--- config.mk ---
export PLATFORM = sky130hd
export DESIGN_NAME = mid_price_threshold_signal
export DESIGN_NICKNAME = d
export VERILOG_FILES = /design/src/design/mpts_pkg.sv /design/src/design/mid_price_threshold_signal.sv /design/src/design/mpts_serial_mul.sv /design/src/design/mpts_serial_div.sv
export SDC_FILE = /design/constraint.sdc
export NUM_CORES = 2
export LEC_CHECK = 0
export ABC_AREA = 1
export BUFFER_PORTS_ARGS = -buffer_cell sky130_fd_sc_hd__buf_2
export CAP_MARGIN = 20
export CORE_ASPECT_RATIO = 1.4
export CORE_MARGIN = 2
export CORE_UTILIZATION = 31
export DETAILED_ROUTE_END_ITERATION = 8
export PLACE_DENSITY_LB_ADDON = 0.1
export SLEW_MARGIN = 10
export SYNTH_ARGS = -nofsm -noshare
export SYNTH_HDL_FRONTEND = slang
export SYNTH_SLANG_ARGS = --single-unit
--- constraint.sdc ---
create_clock -name clk -period 4.15 [get_ports clk]
set_input_delay 0.2075 -clock clk [delete_from_list [all_inputs] [get_ports clk]]
set_output_delay 0.2075 -clock clk [all_outputs]
set_load 0.05 [all_outputs]
--- src/design/mpts_pkg.sv ---
// Shared constants and widths for the mid-price threshold signal block.
package mpts_pkg;

    localparam int MAX_LEVELS = 8;
    localparam int CNT_W      = $clog2(MAX_LEVELS + 1);

    localparam int PRICE_W = 32;
    localparam int QTY_W   = 24;
    localparam int QSUM_W  = 28;
    localparam int WSUM_W  = 64;
    localparam int PROD_W  = PRICE_W + QSUM_W;
    localparam int VALUE_W = 48;
    localparam int SIG_W   = 49;
    localparam int FRAC_W  = 16;
    localparam int DIVD_W  = WSUM_W + FRAC_W;

    localparam int CFG_IDX_W  = 3;
    localparam int CFG_DATA_W = 48;

    localparam logic [CFG_IDX_W-1:0] REG_WEIGHTED_MODE    = 3'd0;
    localparam logic [CFG_IDX_W-1:0] REG_SIGNAL_THRESHOLD = 3'd1;
    localparam logic [CFG_IDX_W-1:0] REG_TICK_SIZE        = 3'd2;
    localparam logic [CFG_IDX_W-1:0] REG_ORDER_QUANTITY   = 3'd3;
    localparam logic [CFG_IDX_W-1:0] REG_TRADING_ENABLED  = 3'd4;

    localparam logic [1:0] SIDE_NONE = 2'd0;
    localparam logic [1:0] SIDE_SELL = 2'd1;
    localparam logic [1:0] SIDE_BUY  = 2'd2;

    typedef struct packed {
        logic start;
    } unit_ctrl_t;

    typedef struct packed {
        logic done;
    } unit_stat_t;

endpackage

--- src/design/mid_price_threshold_signal.sv ---
// Top level of the mid-price threshold signal block.
//
// An order-book snapshot arrives on the input channel as a run of words, one
// depth layer per word, best layer first, layer_last set on the deepest one.
// A word is taken when in_valid is high and in_stall is low. For each of the
// first MAX_LEVELS layers the bit-serial multiplier forms the two price-quantity
// products one after the other, and the next word is taken only once both are
// done. Deeper layers are dropped without a multiply. On the last layer an
// 80-step restoring divider forms the Q.16 value. In weighted mode the quantity
// sum is first multiplied by the tick size. The next word can be taken in the
// cycle after the result word enters the output register. A snapshot gives at
// most one result word, and one whose best layer has no quantity gives none.
// The result sits in an output register until out_stall is low. While it waits
// the next snapshot is taken, and only its final step waits for the register.
// Reset restores the configuration defaults (tick size one), drops any partial
// snapshot and forgets the previous value, so the first result after reset
// reports an invalid signal. Configuration must be written only while idle;
// the block itself does not enforce this.
module mid_price_threshold_signal (
    input  logic                                 clk,
    input  logic                                 rst_n,
    input  logic                                 cfg_we,
    input  logic [mpts_pkg::CFG_IDX_W-1:0]       cfg_index,
    input  logic [mpts_pkg::CFG_DATA_W-1:0]      cfg_data,
    input  logic                                 in_valid,
    output logic                                 in_stall,
    input  logic [31:0]                          bid_px,
    input  logic [23:0]                          bid_qty,
    input  logic [31:0]                          ask_px,
    input  logic [23:0]                          ask_qty,
    input  logic                                 layer_last,
    input  logic signed [31:0]                   current_position,
    output logic                                 out_valid,
    input  logic                                 out_stall,
    output logic [47:0]                          price_value,
    output logic signed [48:0]                   signal,
    output logic                                 signal_valid,
    output logic [1:0]                           order_side,
    output logic [31:0]                          order_price,
    output logic [23:0]                          order_size,
    output logic                                 order_live
);

    typedef enum logic [2:0] {
        ST_IDLE,
        ST_MUL_BID,
        ST_MUL_ASK,
        ST_CLOSE,
        ST_DEN_MUL,
        ST_DIVIDE,
        ST_SIGNAL,
        ST_ORDER
    } state_t;

    // Configuration registers.
    logic                             weighted_mode_reg;
    logic [47:0]                      signal_threshold_reg;
    logic [31:0]                      tick_size_reg;
    logic [23:0]                      order_quantity_reg;
    logic                             trading_enabled_reg;

    // Snapshot accumulation.
    state_t                           state_reg;
    logic [mpts_pkg::WSUM_W-1:0]      wsum_reg;
    logic [mpts_pkg::QSUM_W-1:0]      qsum_reg;
    logic [31:0]                      best_bid_reg;
    logic [31:0]                      best_ask_reg;
    logic                             best_empty_reg;
    logic [mpts_pkg::CNT_W-1:0]       layer_count_reg;
    logic [31:0]                      ask_px_reg;
    logic [23:0]                      ask_qty_reg;
    logic                             last_reg;
    logic signed [31:0]               position_reg;

    // Value history and signal.
    logic [47:0]                      value_reg;
    logic [47:0]                      prev_value_reg;
    logic                             prev_valid_reg;
    logic signed [48:0]               sig_reg;
    logic                             sig_valid_reg;

    // Output register.
    logic                             out_valid_reg;
    logic [47:0]                      out_value_reg;
    logic signed [48:0]               out_sig_reg;
    logic                             out_sig_valid_reg;
    logic [1:0]                       out_side_reg;
    logic [31:0]                      out_price_reg;
    logic [23:0]                      out_size_reg;
    logic                             out_live_reg;

    // Serial units.
    mpts_pkg::unit_ctrl_t             mul_ctrl_reg;
    mpts_pkg::unit_ctrl_t             div_ctrl_reg;
    mpts_pkg::unit_stat_t             mul_stat;
    mpts_pkg::unit_stat_t             div_stat;
    logic [31:0]                      mul_a_reg;
    logic [mpts_pkg::QSUM_W-1:0]      mul_b_reg;
    logic [mpts_pkg::PROD_W-1:0]      mul_prod;
    logic [mpts_pkg::WSUM_W-1:0]      div_num_reg;
    logic [mpts_pkg::PROD_W-1:0]      div_den_reg;
    logic [47:0]                      div_quot;

    logic                             in_accept;
    logic                             out_free;
    logic [31:0]                      tick_eff;
    logic [mpts_pkg::SIG_W-1:0]       sig_mag;
    logic                             sig_pos;
    logic                             sig_neg;
    logic                             pos_pos;
    logic                             pos_neg;
    logic                             raise;

    assign in_accept = in_valid && !in_stall;
    assign in_stall  = (state_reg != ST_IDLE);
    assign out_free  = !out_valid_reg || !out_stall;
    assign tick_eff  = (tick_size_reg == '0) ? 32'd1 : tick_size_reg;

    always_comb
    begin
        sig_pos = !sig_reg[mpts_pkg::SIG_W-1] && (sig_reg != '0);
        sig_neg = sig_reg[mpts_pkg::SIG_W-1];
        sig_mag = sig_neg ? (-sig_reg) : sig_reg;
        pos_pos = !position_reg[31] && (position_reg != '0);
        pos_neg = position_reg[31];
        // A signal of either sign trades only when the position is flat or on its side.
        raise   = sig_valid_reg && (sig_pos || sig_neg)
                  && (sig_mag >= {1'b0, signal_threshold_reg})
                  && !(sig_pos && pos_neg) && !(sig_neg && pos_pos);
    end

    always_ff @(posedge clk or negedge rst_n)
    begin
        if (!rst_n)
        begin
            weighted_mode_reg    <= 1'b0;
            signal_threshold_reg <= '0;
            tick_size_reg        <= 32'd1;
            order_quantity_reg   <= '0;
            trading_enabled_reg  <= 1'b0;
        end
        else if (cfg_we)
        begin
            case (cfg_index)
                mpts_pkg::REG_WEIGHTED_MODE:    weighted_mode_reg    <= cfg_data[0];
                mpts_pkg::REG_SIGNAL_THRESHOLD: signal_threshold_reg <= cfg_data[47:0];
                mpts_pkg::REG_TICK_SIZE:        tick_size_reg        <= cfg_data[31:0];
                mpts_pkg::REG_ORDER_QUANTITY:   order_quantity_reg   <= cfg_data[23:0];
                mpts_pkg::REG_TRADING_ENABLED:  trading_enabled_reg  <= cfg_data[0];
                default:                        ;
            endcase
        end
    end

    always_ff @(posedge clk or negedge rst_n)
    begin
        if (!rst_n)
        begin
            state_reg         <= ST_IDLE;
            wsum_reg          <= '0;
            qsum_reg          <= '0;
            best_bid_reg      <= '0;
            best_ask_reg      <= '0;
            best_empty_reg    <= 1'b0;
            layer_count_reg   <= '0;
            ask_px_reg        <= '0;
            ask_qty_reg       <= '0;
            last_reg          <= 1'b0;
            position_reg      <= '0;
            value_reg         <= '0;
            prev_valid_reg    <= 1'b0;
            prev_value_reg    <= '0;
            sig_reg           <= '0;
            sig_valid_reg     <= 1'b0;
            mul_ctrl_reg      <= '0;
            div_ctrl_reg      <= '0;
            mul_a_reg         <= '0;
            mul_b_reg         <= '0;
            div_num_reg       <= '0;
            div_den_reg       <= '0;
            out_valid_reg     <= 1'b0;
            out_value_reg     <= '0;
            out_sig_reg       <= '0;
            out_sig_valid_reg <= 1'b0;
            out_side_reg      <= mpts_pkg::SIDE_NONE;
            out_price_reg     <= '0;
            out_size_reg      <= '0;
            out_live_reg      <= 1'b0;
        end
        else
        begin
            mul_ctrl_reg <= '0;
            div_ctrl_reg <= '0;
            // A new word enters the output register as the old one leaves.
            if ((state_reg == ST_ORDER) && out_free)
            begin
                out_valid_reg <= 1'b1;
            end
            else if (out_valid_reg && !out_stall)
            begin
                out_valid_reg <= 1'b0;
            end
            case (state_reg)
                ST_IDLE:
                begin
                    if (in_accept)
                    begin
                        last_reg     <= layer_last;
                        position_reg <= current_position;
                        ask_px_reg   <= ask_px;
                        ask_qty_reg  <= ask_qty;
                        if (layer_count_reg < mpts_pkg::CNT_W'(mpts_pkg::MAX_LEVELS))
                        begin
                            if (layer_count_reg == '0)
                            begin
                                best_bid_reg   <= bid_px;
                                best_ask_reg   <= ask_px;
                                best_empty_reg <= (bid_qty == '0) && (ask_qty == '0);
                            end
                            qsum_reg <= qsum_reg
                                        + {4'b0, bid_qty} + {4'b0, ask_qty};
                            layer_count_reg    <= layer_count_reg + 1'b1;
                            mul_a_reg          <= bid_px;
                            mul_b_reg          <= {4'b0, bid_qty};
                            mul_ctrl_reg.start <= 1'b1;
                            state_reg          <= ST_MUL_BID;
                        end
                        else if (layer_last)
                        begin
                            state_reg <= ST_CLOSE;
                        end
                    end
                end
                ST_MUL_BID:
                begin
                    if (mul_stat.done)
                    begin
                        wsum_reg           <= wsum_reg + {4'b0, mul_prod};
                        mul_a_reg          <= ask_px_reg;
                        mul_b_reg          <= {4'b0, ask_qty_reg};
                        mul_ctrl_reg.start <= 1'b1;
                        state_reg          <= ST_MUL_ASK;
                    end
                end
                ST_MUL_ASK:
                begin
                    if (mul_stat.done)
                    begin
                        wsum_reg  <= wsum_reg + {4'b0, mul_prod};
                        state_reg <= last_reg ? ST_CLOSE : ST_IDLE;
                    end
                end
                ST_CLOSE:
                begin
                    if (best_empty_reg)
                    begin
                        // Empty best layer: drop the snapshot, keep the history.
                        wsum_reg        <= '0;
                        qsum_reg        <= '0;
                        best_bid_reg    <= '0;
                        best_ask_reg    <= '0;
                        best_empty_reg  <= 1'b0;
                        layer_count_reg <= '0;
                        state_reg       <= ST_IDLE;
                    end
                    else if (weighted_mode_reg)
                    begin
                        mul_a_reg          <= tick_eff;
                        mul_b_reg          <= qsum_reg;
                        mul_ctrl_reg.start <= 1'b1;
                        state_reg          <= ST_DEN_MUL;
                    end
                    else
                    begin
                        div_num_reg <= {31'b0, ({1'b0, best_bid_reg} + {1'b0, best_ask_reg})};
                        div_den_reg <= {27'b0, tick_eff, 1'b0};
                        div_ctrl_reg.start <= 1'b1;
                        state_reg          <= ST_DIVIDE;
                    end
                end
                ST_DEN_MUL:
                begin
                    if (mul_stat.done)
                    begin
                        div_num_reg        <= wsum_reg;
                        div_den_reg        <= mul_prod;
                        div_ctrl_reg.start <= 1'b1;
                        state_reg          <= ST_DIVIDE;
                    end
                end
                ST_DIVIDE:
                begin
                    if (div_stat.done)
                    begin
                        value_reg <= div_quot;
                        state_reg <= ST_SIGNAL;
                    end
                end
                ST_SIGNAL:
                begin
                    sig_valid_reg  <= prev_valid_reg;
                    sig_reg        <= prev_valid_reg
                                      ? ($signed({1'b0, value_reg}) - $signed({1'b0, prev_value_reg}))
                                      : '0;
                    prev_value_reg <= value_reg;
                    prev_valid_reg <= 1'b1;
                    state_reg      <= ST_ORDER;
                end
                ST_ORDER:
                begin
                    if (out_free)
                    begin
                        out_value_reg     <= value_reg;
                        out_sig_reg       <= sig_reg;
                        out_sig_valid_reg <= sig_valid_reg;
                        out_side_reg      <= raise ? (sig_pos ? mpts_pkg::SIDE_SELL
                                                              : mpts_pkg::SIDE_BUY)
                                                   : mpts_pkg::SIDE_NONE;
                        out_price_reg     <= raise ? (sig_pos ? best_bid_reg : best_ask_reg)
                                                   : '0;
                        out_size_reg      <= raise ? order_quantity_reg : '0;
                        out_live_reg      <= raise && trading_enabled_reg;
                        wsum_reg          <= '0;
                        qsum_reg          <= '0;
                        best_bid_reg      <= '0;
                        best_ask_reg      <= '0;
                        best_empty_reg    <= 1'b0;
                        layer_count_reg   <= '0;
                        state_reg         <= ST_IDLE;
                    end
                end
                default:
                begin
                    state_reg <= ST_IDLE;
                end
            endcase
        end
    end

    mpts_serial_mul u_mul (
        .clk     (clk),
        .rst_n   (rst_n),
        .ctrl    (mul_ctrl_reg),
        .mcand   (mul_a_reg),
        .mplier  (mul_b_reg),
        .stat    (mul_stat),
        .product (mul_prod)
    );

    mpts_serial_div u_div (
        .clk      (clk),
        .rst_n    (rst_n),
        .ctrl     (div_ctrl_reg),
        .num      (div_num_reg),
        .den      (div_den_reg),
        .stat     (div_stat),
        .quotient (div_quot)
    );

    assign out_valid    = out_valid_reg;
    assign price_value  = out_value_reg;
    assign signal       = out_sig_reg;
    assign signal_valid = out_sig_valid_reg;
    assign order_side   = out_side_reg;
    assign order_price  = out_price_reg;
    assign order_size   = out_size_reg;
    assign order_live   = out_live_reg;

endmodule

--- src/design/mpts_serial_mul.sv ---
// Shift-and-add multiplier that takes one multiplier bit per cycle.
module mpts_serial_mul (
    input  logic                                   clk,
    input  logic                                   rst_n,
    input  mpts_pkg::unit_ctrl_t                   ctrl,
    input  logic [mpts_pkg::PRICE_W-1:0]           mcand,
    input  logic [mpts_pkg::QSUM_W-1:0]            mplier,
    output mpts_pkg::unit_stat_t                   stat,
    output logic [mpts_pkg::PROD_W-1:0]            product
);

    localparam int CW = $clog2(mpts_pkg::QSUM_W);
    localparam logic [CW-1:0] LAST_BIT = CW'(mpts_pkg::QSUM_W - 1);

    logic [mpts_pkg::PROD_W-1:0] mcand_reg;
    logic [mpts_pkg::QSUM_W-1:0] mplier_reg;
    logic [mpts_pkg::PROD_W-1:0] acc_reg;
    logic [CW-1:0]               cnt_reg;
    logic                        busy_reg;
    logic                        done_reg;
    logic [mpts_pkg::PROD_W-1:0] acc_next;

    always_comb
    begin
        acc_next = acc_reg + (mplier_reg[0] ? mcand_reg : '0);
    end

    always_ff @(posedge clk or negedge rst_n)
    begin
        if (!rst_n)
        begin
            busy_reg <= 1'b0;
            done_reg <= 1'b0;
            cnt_reg  <= '0;
        end
        else
        begin
            done_reg <= 1'b0;
            if (ctrl.start)
            begin
                busy_reg <= 1'b1;
                cnt_reg  <= '0;
            end
            else if (busy_reg)
            begin
                cnt_reg <= cnt_reg + 1'b1;
                if (cnt_reg == LAST_BIT)
                begin
                    busy_reg <= 1'b0;
                    done_reg <= 1'b1;
                end
            end
        end
    end

    always_ff @(posedge clk)
    begin
        if (ctrl.start)
        begin
            mcand_reg  <= {{(mpts_pkg::PROD_W - mpts_pkg::PRICE_W){1'b0}}, mcand};
            mplier_reg <= mplier;
            acc_reg    <= '0;
        end
        else if (busy_reg)
        begin
            acc_reg    <= acc_next;
            mcand_reg  <= {mcand_reg[mpts_pkg::PROD_W-2:0], 1'b0};
            mplier_reg <= {1'b0, mplier_reg[mpts_pkg::QSUM_W-1:1]};
        end
    end

    assign stat.done = done_reg;
    assign product   = acc_reg;

endmodule

--- src/design/mpts_serial_div.sv ---
// Restoring divider, one quotient bit per cycle, giving floor(num * 2^16 / den) saturated.
module mpts_serial_div (
    input  logic                                   clk,
    input  logic                                   rst_n,
    input  mpts_pkg::unit_ctrl_t                   ctrl,
    input  logic [mpts_pkg::WSUM_W-1:0]            num,
    input  logic [mpts_pkg::PROD_W-1:0]            den,
    output mpts_pkg::unit_stat_t                   stat,
    output logic [mpts_pkg::VALUE_W-1:0]           quotient
);

    localparam int CW = $clog2(mpts_pkg::DIVD_W);
    localparam logic [CW-1:0] LAST_BIT = CW'(mpts_pkg::DIVD_W - 1);

    logic [mpts_pkg::DIVD_W-1:0]  dvd_reg;
    logic [mpts_pkg::PROD_W-1:0]  den_reg;
    logic [mpts_pkg::PROD_W-1:0]  rem_reg;
    logic [mpts_pkg::VALUE_W-1:0] q_reg;
    logic                         sat_reg;
    logic [CW-1:0]                cnt_reg;
    logic                         busy_reg;
    logic                         done_reg;
    logic [mpts_pkg::VALUE_W-1:0] value_reg;

    logic [mpts_pkg::PROD_W:0]    rem_sh;
    logic [mpts_pkg::PROD_W:0]    diff;
    logic                         fits;
    logic [mpts_pkg::PROD_W-1:0]  rem_next;
    logic [mpts_pkg::VALUE_W-1:0] q_next;
    logic                         sat_next;

    always_comb
    begin
        rem_sh   = {rem_reg, dvd_reg[mpts_pkg::DIVD_W-1]};
        diff     = rem_sh - {1'b0, den_reg};
        fits     = !diff[mpts_pkg::PROD_W];
        rem_next = fits ? diff[mpts_pkg::PROD_W-1:0] : rem_sh[mpts_pkg::PROD_W-1:0];
        q_next   = {q_reg[mpts_pkg::VALUE_W-2:0], fits};
        sat_next = sat_reg | q_reg[mpts_pkg::VALUE_W-1];
    end

    always_ff @(posedge clk or negedge rst_n)
    begin
        if (!rst_n)
        begin
            busy_reg <= 1'b0;
            done_reg <= 1'b0;
            cnt_reg  <= '0;
        end
        else
        begin
            done_reg <= 1'b0;
            if (ctrl.start)
            begin
                busy_reg <= 1'b1;
                cnt_reg  <= '0;
            end
            else if (busy_reg)
            begin
                cnt_reg <= cnt_reg + 1'b1;
                if (cnt_reg == LAST_BIT)
                begin
                    busy_reg <= 1'b0;
                    done_reg <= 1'b1;
                end
            end
        end
    end

    always_ff @(posedge clk)
    begin
        if (ctrl.start)
        begin
            dvd_reg <= {num, {mpts_pkg::FRAC_W{1'b0}}};
            den_reg <= den;
            rem_reg <= '0;
            q_reg   <= '0;
            sat_reg <= 1'b0;
        end
        else if (busy_reg)
        begin
            dvd_reg <= {dvd_reg[mpts_pkg::DIVD_W-2:0], 1'b0};
            rem_reg <= rem_next;
            q_reg   <= q_next;
            sat_reg <= sat_next;
            if (cnt_reg == LAST_BIT)
            begin
                value_reg <= sat_next ? {mpts_pkg::VALUE_W{1'b1}} : q_next;
            end
        end
    end

    assign stat.done = done_reg;
    assign quotient  = value_reg;

endmodule

==> qor.tcl <==
set qor(cp_data_required_time_ps) 4890
set qor(synthesis.yosys.warnings) 0
set qor(drt_iter0_drc) 4381
set qor(post_drt_via_cell_ratio) 4.95
set qor(crit_path_max_fanout) 9
set qor(layout.nets) 11300
set qor(hold_crit_class) {input pin to async pin}
set qor(syn_area_per_cell_um2) 7.33
set qor(die_width_um) 419
set qor(total_leakage_power_nw) 43.4
set qor(met1_length_mm) 121
set qor(final_period_minus_worst_setup_slack_ps) 3810
set qor(netlist_instances) 10200
set qor(worstSkewPairLatency_ps) 870
set qor(cp_slowest_cell) {dfrtp_1}
set qor(layout_cell_share_with_drive_strength_beyond_1) 0.0755
set qor(die-height_um) 584
set qor(routability_cong) 1.00
set qor(cap_viol_max_count) 0
set qor(wirelength_mm) 304
set qor(cts.root.buffer_cell) {clkbuf_16}
set qor(fraction_of_the_yosys_area_taken_by_sequential_cells) 0.437
set qor(cts-buffers-inserted) 156
set qor(first_pass_iters) 6
set qor(via_count_of_the_first_global_routing_pass) 70100
set qor(setup_ws_ps) 343
set qor(portBuffers) 359
set qor(post_synth_instance_area_mm2) 0.0746
set qor(areaGrowthSynthToFinish_pct) 17.4
set qor(first_pass_grt_wire_length_mm) 446
set qor(crit_path_max_incr_delay_ps) 400
set qor(worst_path_dominant_cell_family) {simple AND/OR/NAND/NOR gates}
set qor(cts-root-to-sink-buffers) 4
set qor(core_area_mm2) 0.240
set qor(grt-ovfl-total) 0
set qor(wl_met2_mm) 158
set qor(largest_net_degree_at_the_start_of_global_routing) 217
set qor(cp-end-kind) {flip-flop}
set qor(worst_slew_pin_slew_ps) 1180
set qor(power_density_mw_per_mm2) 460
set qor(standard_cell_rows) 213
set qor(detail_route_met3_wl_mm) 10.4
set qor(remaining_drc_errors) 0
set qor(criticalPathCategory) {flip-flop to flip-flop}
set qor(maxClockFrequency_mhz) 263
set qor(yosys.area.top_type) {dfrtp_1}
set qor(clk_transition_reported_paths_ps) 60
set qor(count_of_endpoints_failing_setup_in_the_final_report) 0
set qor(report.final.hold_viol_count) 0
set qor(min_period_over_period) 0.917
set qor(synth-edff-count) 232
set qor(dr.max_layer_used) {met5}
set qor(fp.dieArea_mm2) 0.245
set qor(tritoncts) {built}
set qor(postSynth.topFlopCell) {dfrtp_1}
set qor(synth_top_cell_area_share) 0.290
set qor(number_of_cells_in_the_finished_layout_apart_from_fillers) 13900
set qor(tritoncts_num_sinks) 1295
set qor(startpoint_type) {flip-flop}
set qor(critical_path_arrival_ps) 4550
set qor(place_worst_setup_slack_ps) 184
set qor(dp_hpwl_mm) 239
set qor(outcome) {complete, no violations}
set qor(ys_async_sr_fraction) 0.669
set qor(finalMaxSlewViolations) 0
set qor(flip_flop_and_latch_count_after_synthesis) 1295
set qor(synth.distinct_cells) 58
set qor(avgRoutedWirePerCell_um) 21.8
set qor(vdd_drop_max_uv) 292
set qor(detailroute.via_count) 69000
set qor(htree_levels) 4
set qor(io_pins) 360
set qor(antenna_found_initial) 33
set qor(synth_area_leaders) {dfrtp_1, nand2_1, edfxtp_1}
set qor(normalized_max_slew_margin) 0.211
set qor(synth_fp_nets) 10700
set qor(setup_clock_skew_after_layout_ps) 86.8
set qor(placed_cell_area_mm2) 0.0802
set qor(dpl.cell_count) 13400
set qor(finalSetupTns_ps) 0
set qor(grt.total_usage) 0.243
set qor(critPathBufInv) 3
set qor(finalInstanceArea_mm2) 0.0876
set qor(most_numerous_cell_on_the_critical_path) {nand2_1}
set qor(start_util) 0.311
set qor(final_antenna_violating_net_count) 0
## report_power, final
| group | internal [mW] | switching, mW | total (mW) |
|---|---|---|---|
| logic | 3.39 | 7.86 | 11.3 |
| registers | 13.9 | 1.20 | 15.1 |
| clock network | 8.11 | 5.82 | 13.9 |
## cells in the final DEF (no fill, tap or decap), drive strengths merged, types with 197 or more instances in the layout
cell | Yosys | layout
nand2 | 2807 | 2807
inv | 1474 | 1479
o21ai | 1142 | 1142
nor2 | 970 | 970
dfrtp | 865 | 865
a21oi | 603 | 603
buf | 86 | 496
nand3 | 458 | 458
ha | 336 | 336
edfxtp | 232 | 232
clkbuf | 257 | 220
dlygate4sd3 | 0 | 206
dfxtp | 197 | 197
## logic make-up (layout without fill, tap and decap cells)
| family | count (synthesis) | after routing | share of synthesized area |
|---|---|---|---|
| other cells | 0 | 21 | 0 |
| compound gates | 2073 | 2073 | 0.149 |
| flops | 1295 | 1295 | 0.437 |
| fa+ha+maj | 366 | 366 | 0.0644 |
| xor+xnor | 116 | 116 | 0.0136 |
| buf+inv | 1819 | 2453 | 0.0932 |
| simple gates | 4504 | 4504 | 0.243 |
## area by class of cell
type | instances | area, um^2
tap | 3117 | 3900
sequential | 1295 | 32600
antenna | 21 | 52.6
fill | 25600 | 152000
clock inverter | 55 | 591
timing repair buffer | 705 | 5200
multi-input combinational | 7059 | 35300
clock buffer | 217 | 4450
inverter | 1476 | 5550
## cells in the mapped netlist (44+ instances only)
cell / number
nand3_1: 457
nand4_1: 116
nor3_1: 66
dfrtp_1: 865
o21bai_1: 46
xor2_1: 87
edfxtp_1: 232
o21ai_0: 1123
o22ai_1: 105
buf_2: 46
ha_1: 336
clkbuf_1: 257
inv_1: 1466
nor4_1: 44
a21oi_1: 602
dfxtp_1: 197
nand2_1: 2802
nor2_1: 964
## metal layers
metal | GRT usage | vias to the layer above
li1 | - | 34000
met1 | 0.279 | 32900
met2 | 0.449 | 1524
met3 | 0.0254 | 539
met4 | 0.110 | 6
met5 | 0 | -
## stage by stage
stage	hold slack [ps]	power, mW	utilization
global placement	315	26.4	0.334
global route	50.3	42.6	0.365
floorplan	-88.1	21.7	-
finish	11.6	40.3	0.365
CTS	21.5	40.7	0.364
detailed placement	312	26.4	0.334
## worst register-to-register path: stages (launching register included)
cell and delay [ps]:
dfrtp_1 400, inv_1 90, ha_1 170, nand3_1 120, nor2_2 150, nand2_1 90, nor2_1 170, nand3_2 120
nor2_2 110, nand2_2 110, nor2_4 160, a21oi_1 100, xor2_1 250, ha_1 280, nand2_1 80, nor2_1 50
nand2_1 130, nor2_1 70, nand3_1 90, nand2_1 50, nor2_1 80, nand2_1 70, nor2_2 140, nand3_4 100
buf_12 160, clkbuf_16 200, nand4_1 90, nand2_1 70
## what timing repair did
item	CTS	global route
hold endpoints to repair	406	0
hold buffers	206	0
resized for setup	0	25
endpoints found under the setup margin	0	59
buffers inserted	0	2
## path summary, 6_finish.rpt
kind	to	slack, ps	cells after the start	from
hold reg to reg	u_div.den_reg[23]	440	0	div_den_reg[23]
setup / recovery	order_size[15]	340	27	sig_reg[1]
setup reg to reg	order_size[15]	340	27	sig_reg[1]
max in group asynchronous	mul_ctrl_reg	2840	3	rst_n
hold / removal	u_div.cnt_reg[2]	10	2	rst_n
min in group clk	position_reg[16]	80	4	current_position[16]
(Power assumes the default switching activity.)
